### src/rtl/core/kct_pkg.sv
// Shared types, codes and the seven-segment table of the keypad countdown timer.
`default_nettype none

package kct_pkg;

  // Command codes of one input item.
  localparam logic CMD_KEY  = 1'b0;
  localparam logic CMD_TICK = 1'b1;

  // Key codes: the highest digit key and the star key that starts the countdown.
  localparam logic [3:0] KEY_DIGIT_MAX = 4'd9;
  localparam logic [3:0] KEY_STAR      = 4'd10;

  // BCD limits, the alarm length after reset and the shortest alarm length.
  localparam logic [3:0] BCD_ZERO        = 4'd0;
  localparam logic [3:0] BCD_NINE        = 4'd9;
  localparam logic [7:0] ALARM_LEN_RESET = 8'd2;
  localparam logic [7:0] ALARM_LEN_MIN   = 8'd1;

  // One result item as it leaves the timer core.
  typedef struct packed {
    logic [3:0] ones_digit;
    logic [3:0] tens_digit;
    logic [6:0] ones_segments;
    logic [6:0] tens_segments;
    logic       buzzer_on;
    logic       counting;
    logic       entry_active;
  } kct_result_t;

  // Seven-segment pattern, bit 0 is segment a, active high; non-digits are blank.
  function automatic logic [6:0] seg7(input logic [3:0] digit);
    logic [6:0] pattern;
    unique case (digit)
      4'd0:    pattern = 7'h3F;
      4'd1:    pattern = 7'h06;
      4'd2:    pattern = 7'h5B;
      4'd3:    pattern = 7'h4F;
      4'd4:    pattern = 7'h66;
      4'd5:    pattern = 7'h6D;
      4'd6:    pattern = 7'h7D;
      4'd7:    pattern = 7'h07;
      4'd8:    pattern = 7'h7F;
      4'd9:    pattern = 7'h6F;
      default: pattern = 7'h00;
    endcase
    return pattern;
  endfunction

endpackage

`default_nettype wire

### src/rtl/core/kct_channels.sv
// Valid/ready channel interfaces for input items and result items.
`default_nettype none

interface kct_in_if;
  logic       valid;
  logic       ready;
  logic       command;
  logic [3:0] key_code;

  modport source (output valid, output command, output key_code, input ready);
  modport sink   (input valid, input command, input key_code, output ready);
endinterface

interface kct_out_if;
  logic       valid;
  logic       ready;
  logic [3:0] ones_digit;
  logic [3:0] tens_digit;
  logic [6:0] ones_segments;
  logic [6:0] tens_segments;
  logic       buzzer_on;
  logic       counting;
  logic       entry_active;

  modport source (
    output valid, output ones_digit, output tens_digit, output ones_segments,
    output tens_segments, output buzzer_on, output counting, output entry_active,
    input ready
  );
  modport sink (
    input valid, input ones_digit, input tens_digit, input ones_segments,
    input tens_segments, input buzzer_on, input counting, input entry_active,
    output ready
  );
endinterface

`default_nettype wire

### src/rtl/core/kct_engine.sv
// Timer state, next-state logic and the result that follows each accepted item.
`default_nettype none

module kct_engine
  import kct_pkg::*;
(
  input  wire logic        clk,
  input  wire logic        rst,
  input  wire logic        cfg_write_en,
  input  wire logic [7:0]  cfg_write_data,
  input  wire logic        item_accept,
  input  wire logic        command,
  input  wire logic [3:0]  key_code,
  output kct_result_t      result_next
);

  logic [7:0] alarm_length;
  logic [3:0] entered_tens, entered_tens_next;
  logic [3:0] entered_units, entered_units_next;
  logic       have_digit, have_digit_next;
  logic       running, running_next;
  logic [3:0] rem_tens, rem_tens_next;
  logic [3:0] rem_ones, rem_ones_next;
  logic       alarm_active, alarm_active_next;
  logic [7:0] alarm_ticks_left, alarm_ticks_left_next;

  logic       entry_mode;
  logic [3:0] dec_ones, dec_tens;
  logic [7:0] alarm_start_ticks;
  logic [7:0] ticks_dec;
  logic [3:0] show_ones, show_tens;

  assign entry_mode        = !running && !alarm_active;
  assign alarm_start_ticks = (alarm_length == 8'd0) ? ALARM_LEN_MIN : alarm_length;

  // Remaining seconds are held as two BCD digits; one tick is a BCD decrement.
  always_comb begin
    if (rem_ones == BCD_ZERO) begin
      dec_ones = BCD_NINE;
      dec_tens = rem_tens - 4'd1;
    end else begin
      dec_ones = rem_ones - 4'd1;
      dec_tens = rem_tens;
    end
    ticks_dec = (alarm_ticks_left != 8'd0) ? alarm_ticks_left - 8'd1 : alarm_ticks_left;
  end

  // Next state for the item being transferred.
  always_comb begin
    entered_tens_next     = entered_tens;
    entered_units_next    = entered_units;
    have_digit_next       = have_digit;
    running_next          = running;
    rem_tens_next         = rem_tens;
    rem_ones_next         = rem_ones;
    alarm_active_next     = alarm_active;
    alarm_ticks_left_next = alarm_ticks_left;

    if (command == CMD_KEY) begin
      if (entry_mode) begin
        if (key_code <= KEY_DIGIT_MAX) begin
          entered_units_next = key_code;
          entered_tens_next  = have_digit ? entered_units : BCD_ZERO;
          have_digit_next    = 1'b1;
        end else if (key_code == KEY_STAR && have_digit) begin
          if (entered_tens == BCD_ZERO && entered_units == BCD_ZERO) begin
            // A start at 00 goes straight to the alarm.
            running_next          = 1'b0;
            rem_tens_next         = BCD_ZERO;
            rem_ones_next         = BCD_ZERO;
            alarm_active_next     = 1'b1;
            alarm_ticks_left_next = alarm_start_ticks;
          end else begin
            rem_tens_next = entered_tens;
            rem_ones_next = entered_units;
            running_next  = 1'b1;
          end
        end
      end
    end else if (running) begin
      rem_tens_next = dec_tens;
      rem_ones_next = dec_ones;
      if (dec_tens == BCD_ZERO && dec_ones == BCD_ZERO) begin
        running_next          = 1'b0;
        alarm_active_next     = 1'b1;
        alarm_ticks_left_next = alarm_start_ticks;
      end
    end else if (alarm_active) begin
      alarm_ticks_left_next = ticks_dec;
      if (ticks_dec == 8'd0) begin
        alarm_active_next  = 1'b0;
        entered_tens_next  = BCD_ZERO;
        entered_units_next = BCD_ZERO;
        have_digit_next    = 1'b0;
      end
    end
  end

  // The result shows the state after the update.
  always_comb begin
    if (running_next || alarm_active_next) begin
      show_ones = rem_ones_next;
      show_tens = rem_tens_next;
    end else begin
      show_ones = entered_units_next;
      show_tens = entered_tens_next;
    end
    result_next.ones_digit    = show_ones;
    result_next.tens_digit    = show_tens;
    result_next.ones_segments = seg7(show_ones);
    result_next.tens_segments = seg7(show_tens);
    result_next.buzzer_on     = alarm_active_next;
    result_next.counting      = running_next;
    result_next.entry_active  = !running_next && !alarm_active_next;
  end

  // State registers and the alarm length register.
  always_ff @(posedge clk) begin
    if (rst) begin
      alarm_length     <= ALARM_LEN_RESET;
      entered_tens     <= BCD_ZERO;
      entered_units    <= BCD_ZERO;
      have_digit       <= 1'b0;
      running          <= 1'b0;
      rem_tens         <= BCD_ZERO;
      rem_ones         <= BCD_ZERO;
      alarm_active     <= 1'b0;
      alarm_ticks_left <= 8'd0;
    end else begin
      if (cfg_write_en) begin
        alarm_length <= cfg_write_data;
      end
      if (item_accept) begin
        entered_tens     <= entered_tens_next;
        entered_units    <= entered_units_next;
        have_digit       <= have_digit_next;
        running          <= running_next;
        rem_tens         <= rem_tens_next;
        rem_ones         <= rem_ones_next;
        alarm_active     <= alarm_active_next;
        alarm_ticks_left <= alarm_ticks_left_next;
      end
    end
  end

endmodule

`default_nettype wire

### src/rtl/core/keypad_countdown_timer.sv
// Two-digit keypad countdown timer: top level with the result register.
// Latency: a result is valid in the cycle after its input transfer.
// Throughput: one item per cycle; the input is ready whenever the result
// register is empty or its result is taken in the same cycle.
// Reset (synchronous, active high) clears the timer to entry mode with 00,
// empties the result register and sets the alarm length to two ticks.
`default_nettype none

module keypad_countdown_timer
  import kct_pkg::*;
(
  input  wire logic       clk,
  input  wire logic       rst,
  input  wire logic       cfg_write_en,
  input  wire logic [7:0] cfg_write_data,
  kct_in_if.sink          in_ch,
  kct_out_if.source       out_ch
);

  logic        in_transfer;
  logic        out_valid;
  kct_result_t result_next;
  kct_result_t result;

  // The input is taken whenever the result register can be refilled.
  assign in_ch.ready = !out_valid || out_ch.ready;
  assign in_transfer = in_ch.valid && in_ch.ready;

  kct_engine u_engine (
    .clk            (clk),
    .rst            (rst),
    .cfg_write_en   (cfg_write_en),
    .cfg_write_data (cfg_write_data),
    .item_accept    (in_transfer),
    .command        (in_ch.command),
    .key_code       (in_ch.key_code),
    .result_next    (result_next)
  );

  // Result register valid flag.
  always_ff @(posedge clk) begin
    if (rst) begin
      out_valid <= 1'b0;
    end else if (in_transfer) begin
      out_valid <= 1'b1;
    end else if (out_ch.ready) begin
      out_valid <= 1'b0;
    end
  end

  // Result payload, loaded on each input transfer.
  always_ff @(posedge clk) begin
    if (in_transfer) begin
      result <= result_next;
    end
  end

  assign out_ch.valid         = out_valid;
  assign out_ch.ones_digit    = result.ones_digit;
  assign out_ch.tens_digit    = result.tens_digit;
  assign out_ch.ones_segments = result.ones_segments;
  assign out_ch.tens_segments = result.tens_segments;
  assign out_ch.buzzer_on     = result.buzzer_on;
  assign out_ch.counting      = result.counting;
  assign out_ch.entry_active  = result.entry_active;

endmodule

`default_nettype wire

### src/flat_wrapper.sv
// flat-port wrapper written by rule: the top's interface ports become plain ports
module keypad_countdown_timer_flat import kct_pkg::*;
  (clk, rst, cfg_write_en, cfg_write_data, in_ch_valid, in_ch_command, in_ch_key_code, in_ch_ready, out_ch_valid, out_ch_ones_digit, out_ch_tens_digit, out_ch_ones_segments, out_ch_tens_segments, out_ch_buzzer_on, out_ch_counting, out_ch_entry_active, out_ch_ready);
  kct_in_if in_ch_i ();
  kct_out_if out_ch_i ();
  input  wire logic clk;
  input  wire logic rst;
  input  wire logic cfg_write_en;
  input  wire logic [7:0] cfg_write_data;
  input wire logic [$bits(in_ch_i.valid)-1:0] in_ch_valid;
  input wire logic [$bits(in_ch_i.command)-1:0] in_ch_command;
  input wire logic [$bits(in_ch_i.key_code)-1:0] in_ch_key_code;
  output wire logic [$bits(in_ch_i.ready)-1:0] in_ch_ready;
  output wire logic [$bits(out_ch_i.valid)-1:0] out_ch_valid;
  output wire logic [$bits(out_ch_i.ones_digit)-1:0] out_ch_ones_digit;
  output wire logic [$bits(out_ch_i.tens_digit)-1:0] out_ch_tens_digit;
  output wire logic [$bits(out_ch_i.ones_segments)-1:0] out_ch_ones_segments;
  output wire logic [$bits(out_ch_i.tens_segments)-1:0] out_ch_tens_segments;
  output wire logic [$bits(out_ch_i.buzzer_on)-1:0] out_ch_buzzer_on;
  output wire logic [$bits(out_ch_i.counting)-1:0] out_ch_counting;
  output wire logic [$bits(out_ch_i.entry_active)-1:0] out_ch_entry_active;
  input wire logic [$bits(out_ch_i.ready)-1:0] out_ch_ready;
  assign in_ch_i.valid = in_ch_valid;
  assign in_ch_i.command = in_ch_command;
  assign in_ch_i.key_code = in_ch_key_code;
  assign in_ch_ready = in_ch_i.ready;
  assign out_ch_valid = out_ch_i.valid;
  assign out_ch_ones_digit = out_ch_i.ones_digit;
  assign out_ch_tens_digit = out_ch_i.tens_digit;
  assign out_ch_ones_segments = out_ch_i.ones_segments;
  assign out_ch_tens_segments = out_ch_i.tens_segments;
  assign out_ch_buzzer_on = out_ch_i.buzzer_on;
  assign out_ch_counting = out_ch_i.counting;
  assign out_ch_entry_active = out_ch_i.entry_active;
  assign out_ch_i.ready = out_ch_ready;
  keypad_countdown_timer u_core (.clk(clk), .rst(rst), .cfg_write_en(cfg_write_en), .cfg_write_data(cfg_write_data), .in_ch(in_ch_i), .out_ch(out_ch_i));
endmodule
### config.mk
export PLATFORM = sky130hd
export DESIGN_NAME = keypad_countdown_timer_flat
export DESIGN_NICKNAME = d
export VERILOG_FILES = /design/src/rtl/core/kct_pkg.sv /design/src/rtl/core/kct_channels.sv /design/src/rtl/core/kct_engine.sv /design/src/rtl/core/keypad_countdown_timer.sv /design/src/flat_wrapper.sv
export SDC_FILE = /design/constraint.sdc
export NUM_CORES = 1
export LEC_CHECK = 0
export BUFFER_PORTS_ARGS = -buffer_cell sky130_fd_sc_hd__buf_4
export CORE_MARGIN = 2
export CORE_UTILIZATION = 60
export CTS_BUF_LIST = sky130_fd_sc_hd__clkbuf_8
export DETAILED_ROUTE_END_ITERATION = 8
export HOLD_SLACK_MARGIN = 0.05
export PLACE_DENSITY = 0.82
export SLEW_MARGIN = 25
export SYNTH_ARGS = -nofsm -noshare
export SYNTH_HDL_FRONTEND = slang
export SYNTH_HIERARCHICAL = 1
export SYNTH_SLANG_ARGS = --single-unit
### constraint.sdc
create_clock -name clk -period 4.2 [get_ports clk]
set_clock_uncertainty 0.2 [all_clocks]
set_input_delay 0.42 -clock clk [delete_from_list [all_inputs] [get_ports clk]]
set_output_delay 0.42 -clock clk [all_outputs]
set_load 0.01 [all_outputs]
# --- Word level (Yosys, flattened, before mapping) ---
# Memories as Yosys holds them, arrays and structs flattened. A register that Yosys moved wholly into a read port is not among the register bits.
# Index checks and enable logic that the tools add are counted.
classes:
  n_mux: 63
  eq_ne: 7
  n_reduce_logical: 28
  n_addsub: 3
  magnitude_cmp: 1
ops:
  columns: ["operator", "n"]
  rows:
  - ["2-to-1 mux 4 bit", 29]
  - ["2-to-1 mux 8 bit", 10]
  - ["2-to-1 mux 1 bit", 24]
  - ["logical NOT 4 bit", 5]
  - ["logical NOT 8 bit", 2]
  - ["nonzero test 2 bit", 5]
  - ["nonzero test 8 bit", 1]
  - ["subtractor 4 x 1 -> 4 bit (second input constant)", 2]
  - ["subtractor 8 x 1 -> 8 bit (second input constant)", 1]
  - ["AND reduction 7 bit", 1]
  - ["logical AND 1 bit", 6]
  - ["AND reduction 6 bit", 1]
  - ["logical NOT 1 bit", 5]
  - ["== test 4 bit (second input constant)", 1]
  - ["less-or-equal comparator 4 bit (second input constant)", 1]
  - ["inequality test 2 x 1 -> 1 bit (second input constant)", 2]
  - ["inequality test 2 bit (second input constant)", 2]
  - ["inequality test 3 x 1 -> 1 bit (second input constant)", 1]
  - ["inequality test 3 x 2 -> 1 bit (second input constant)", 1]
  - ["logical OR 1 bit", 2]
totals:
  reg_bits: 47
  word_cells: 119
  rom_bits: 224
  memories: 2
mem_list:
  columns: ["name", "words", "word_bits", "read_ports", "rd_ports_with_merged_regs", "wr", "line_no", "rtl"]
  rows:
  - ["(name not given)", 16, 7, 1, 1, 0, "kct_pkg.sv:34", "unique case (digit)"]
  - ["(name not given)", 16, 7, 1, 1, 0, "kct_pkg.sv:34", null]

# --- Logic depth before layout (Yosys ltp) ---
logic_depth:
  ltp_word: 9
  ltp_mapped: 14

# --- Hierarchy ---
# Netlist, hierarchy kept.
modules_own_cells:
  columns: ["mod", "n_inst", "area_each_um2", "cells_per_inst"]
  rows:
  - ["kct_engine", 1, 2768.9, 350]
  - ["keypad_countdown_timer", 1, 805.8, 30]

# --- Least setup slack after synthesis ---
# No wires, ideal clock.
synth_timing:
  path_type: "register to register"
  startpoint: "register u_core.u_engine.alarm_ticks_left[0]"
  endpoint: "register, netlist name u_core/out_ch.ones_segments[6]"
  stages_incl_launch_ff: 14
  t_required_ns: 3.855
  setup_time_ns: 0.145
  synth_period_minus_slack_ns: 3.436
  t_arrival_ns: 3.090
  path_slack_ns: 0.764
  path_cell_list: "dfxtp_1 -> inv_1 -> ha_1 -> nor2b_1 -> buf_2 -> nand2b_1 -> a2111oi_0 -> a41oi_2 -> a22o_1 -> mux2i_1 -> inv_1 -> ha_1 -> mux2_2 -> o21ai_1"
synth_rtl:
  columns: ["item", "line_no", "rtl"]
  rows:
  - ["start: declaration", "kct_engine.sv:25", "logic [7:0] alarm_ticks_left, alarm_ticks_left_next;"]
  - ["start signal: assignment", "kct_engine.sv:141", "alarm_ticks_left <= alarm_ticks_left_next;"]

==> impl_metrics.py <==
metrics = {
    "clock_tree": {
        "cts_root_buffer": "clkbuf_8",
        "clock_path_buffers": 2,
        "clk_pin_slew_ns": 0.07,
        "numCtsBuffers": 9,
        "tritoncts": "yes",
        "cts_max_level": 3,
        "cts.sinks": 61,
        "hold_buffers": 0,
        "clk_latency_ns": 0.34,
    },
    "floorplanning": {
        "fp.dieH_um": 81.2,
        "fp-row-count": 28,
        "die_area_sq_um": 6590,
        "coreArea_sq_um": 5850,
        "dieWidth_um": 81.2,
        "start_util_pct": 61.1,
        "ioPinCount": 45,
    },
    "global_route": {
        "grt_max_degree": 41,
        "grt_pass1_wl_mm": 13.5,
        "grt_pass1_vias": 2802,
        "gr-total-overflow": 0,
        "antenna_found_initial": 0,
        "grt.total_usage_pct": 26.7,
    },
    "layout": {
        "layout_commonest_cell": "nor2_1",
        "fin_nets": 450,
        "antenna_cells": 0,
        "final_cell_mix": "nor2_1, buf_4, dfxtp_1",
        "synthToLayoutAreaGrowth_pct": 15.7,
        "layout-drive-gt1-share_pct": 20.8,
        "fin_cells": 498,
    },
    "detailed_routing": {
        "drc": 0,
        "via_count": 3039,
        "first_pass_iters": 5,
        "ant_nets": 0,
        "wl_per_cell_um": 16.8,
        "wirelength_mm": 8.36,
        "via_per_inst": 6.10,
        "drtIter0Drc": 242,
    },
    "power_and_ir_drop": {
        "power_density_nw_per_um2": 375,
        "peakVddDrop_mv": 0.220,
        "p_total_mw": 1.55,
        "p_leak_nw": 1.64,
    },
    "placement": {
        "gp_congestion": 0.957,
        "dp_cells": 481,
        "hpwl_mm": 5.84,
        "port_buffers": 44,
    },
    "setup_path": {
        "crit_buf_inv": 2,
        "rr_worst_depth": 12,
        "cp_max_fo": 8,
        "crit_family": "compound AO/OA/AOI/OAI gates",
        "cp-end-kind": "register",
        "slowest_stage": "a2111oi_1",
        "arrival_ns": 3.83,
        "r2r_setup_slack_ns": 0.36,
        "path_class": "register to register",
        "critical_path_required_ns": 4.19,
        "cp_slowest_stage_delay_ns": 0.52,
        "cp_num_cells": 12,
        "start_kind": "register",
        "path_cells": "inv_1, ha_1, nor2b_2, nand2b_1, a2111oi_1, a41oi_2, a22o_1, mux2i_2, inv_1, ha_1, mux2_2, o21ai_1",
    },
    "synth": {
        "yosys.area.top_type": "edfxtp_1",
        "synthFlopType": "dfxtp_1",
        "synth.cell_area_sq_um": 3570,
        "ys_warn_count": 6,
        "synth.top_cell.area_share_pct": 21.0,
        "synth-async-reset-ratio_pct": 0,
        "synth.distinct_cells": 62,
        "ys_ff_latch": 61,
        "synthTopCellsByArea": "edfxtp_1, dfxtp_1, mux2i_1, nor2_1, ha_1",
        "ys_seq_area_share_pct": 41.2,
        "syn-num-nets": 412,
        "synth_edf_count": 25,
        "synth_cells": 380,
        "syn_area_per_cell_sq_um": 9.41,
    },
    "sta": {
        "hold_violations": 0,
        "max_freq_ghz": 0.260,
        "fin_tns_setup_ns": 0,
        "finalSetupViolations": 0,
        "period_share_pct": 91.4,
        "max_slew_margin_pct": 42.2,
        "tightestPinTransition_ns": 0.860,
        "fin_crit_ns": 3.84,
        "slew_violations": 0,
        "rsz0062_at_grt": "false",
    },
    "outcome": {
        "status": "completed",
    },
    "flow_run": {
        "max_cap_violations": 0,
    },
    "min_path": {
        "hold-path-cell-count": 2,
        "hold_path_class": "input port to register",
    },
}
-- registers in the layout (all words and copies together), names as in the netlist, 4 cells and up --
register and cells:
u_core/out_ch.ones_digit 4, u_core/out_ch.ones_segments 7, u_core/out_ch.tens_digit 4, u_core/out_ch.tens_segments 7, u_core/u_engine/alarm_length 8, u_core/u_engine/alarm_ticks_left 8, u_core/u_engine/entered_tens 4, u_core/u_engine/entered_units 4
u_core/u_engine/rem_ones 4, u_core/u_engine/rem_tens 4
-- Yosys cell counts, types with 6 or more instances --
library cell  count
a21oi_1          21
o21ai_0          13
nand2b_1          7
nor3_1           11
edfxtp_1         25
dfxtp_1          36
mux2i_1          24
nor2_1           57
inv_1            20
nand2_1          16
clkbuf_1         16
ha_1             14
a32oi_1           6
mux2_2            6
nor4_1            6
o22ai_1           8
a22oi_1           6
nor2b_1           7
-- worst reg2reg max path, stage by stage (launching register included) --
cell and delay [ns]:
dfxtp_1 0.37, inv_1 0.12, ha_1 0.21, nor2b_2 0.32, nand2b_1 0.19, a2111oi_1 0.52
a41oi_2 0.32, a22o_1 0.34, mux2i_2 0.34, inv_1 0.16, ha_1 0.24, mux2_2 0.26
o21ai_1 0.11
-- report_power, final --
group	internal, mW	switching, mW	leakage (nW)
clock	0.285	0.229	0.109
combinational	0.147	0.192	1.01
sequential	0.667	0.0317	0.524
total	1.10	0.453	1.64
-- per-layer routing --
layer | vias to the layer above | part of all wire [%] | track usage (%)
met1 | 1470 | 46 | 35.0
li1 | 1470 | - | -
met2 | 87 | 48 | 43.2
met4 | 0 | 1.4 | 8.98
met3 | 12 | 5.4 | 6.44
met5 | - | 0 | 0
-- final cells by class --
| cell class | instances | area [sq um] |
|---|---|---|
| clock inverters | 6 | 56.3 |
| repair buffers | 48 | 360 |
| well taps | 75 | 93.8 |
| flip-flops and latches | 61 | 1470 |
| multi-input cells | 278 | 1940 |
| fillers | 437 | 1720 |
| inverters | 20 | 75.1 |
| clock buffers | 10 | 138 |
-- cells by family (layout without fill, tap and decap cells) --
logic type	count (synthesis)	count (layout)	synth area share (%)
AND/OR/NAND/NOR	132	132	18.7
AO/OA/AOI/OAI	93	93	18.6
flip-flops	61	61	41.2
buffers and inverters	41	84	4.76
multiplexers	35	35	10.9
adder cells (fa/ha/maj)	14	14	4.90
XOR/XNOR	4	4	0.980
-- final timing paths --
check / endpoint / startpoint
worst max-delay path: u_core/out_ch.ones_segments[6] / u_core/u_engine/alarm_ticks_left[0]
worst min-delay path: u_core/u_engine/alarm_length[1] / cfg_write_data[1]
worst max register to register: u_core/out_ch.ones_segments[6] / u_core/u_engine/alarm_ticks_left[0]
worst min register to register: u_core/out_ch.valid / u_core/out_ch.valid
-- repair_timing --
action	4_1_cts	5_1_grt
resized for setup	0	3
buffers inserted	0	0
endpoints found under the setup margin	0	8
-- stage by stage --
step,utilization (%),setup slack [ns],hold WS [ns],instance area [sq um]
global placement,67.1,0.225,0.293,3930
CTS,70.4,0.000154,0.0765,4120
detailed placement,67.1,0.0397,0.305,3930
floorplan,-,0.764,0.262,3570
finish,70.7,0.360,0.0918,4140
global route,70.7,0.0246,0.0745,4140
Note: power is estimated with default switching activity, not from simulation.
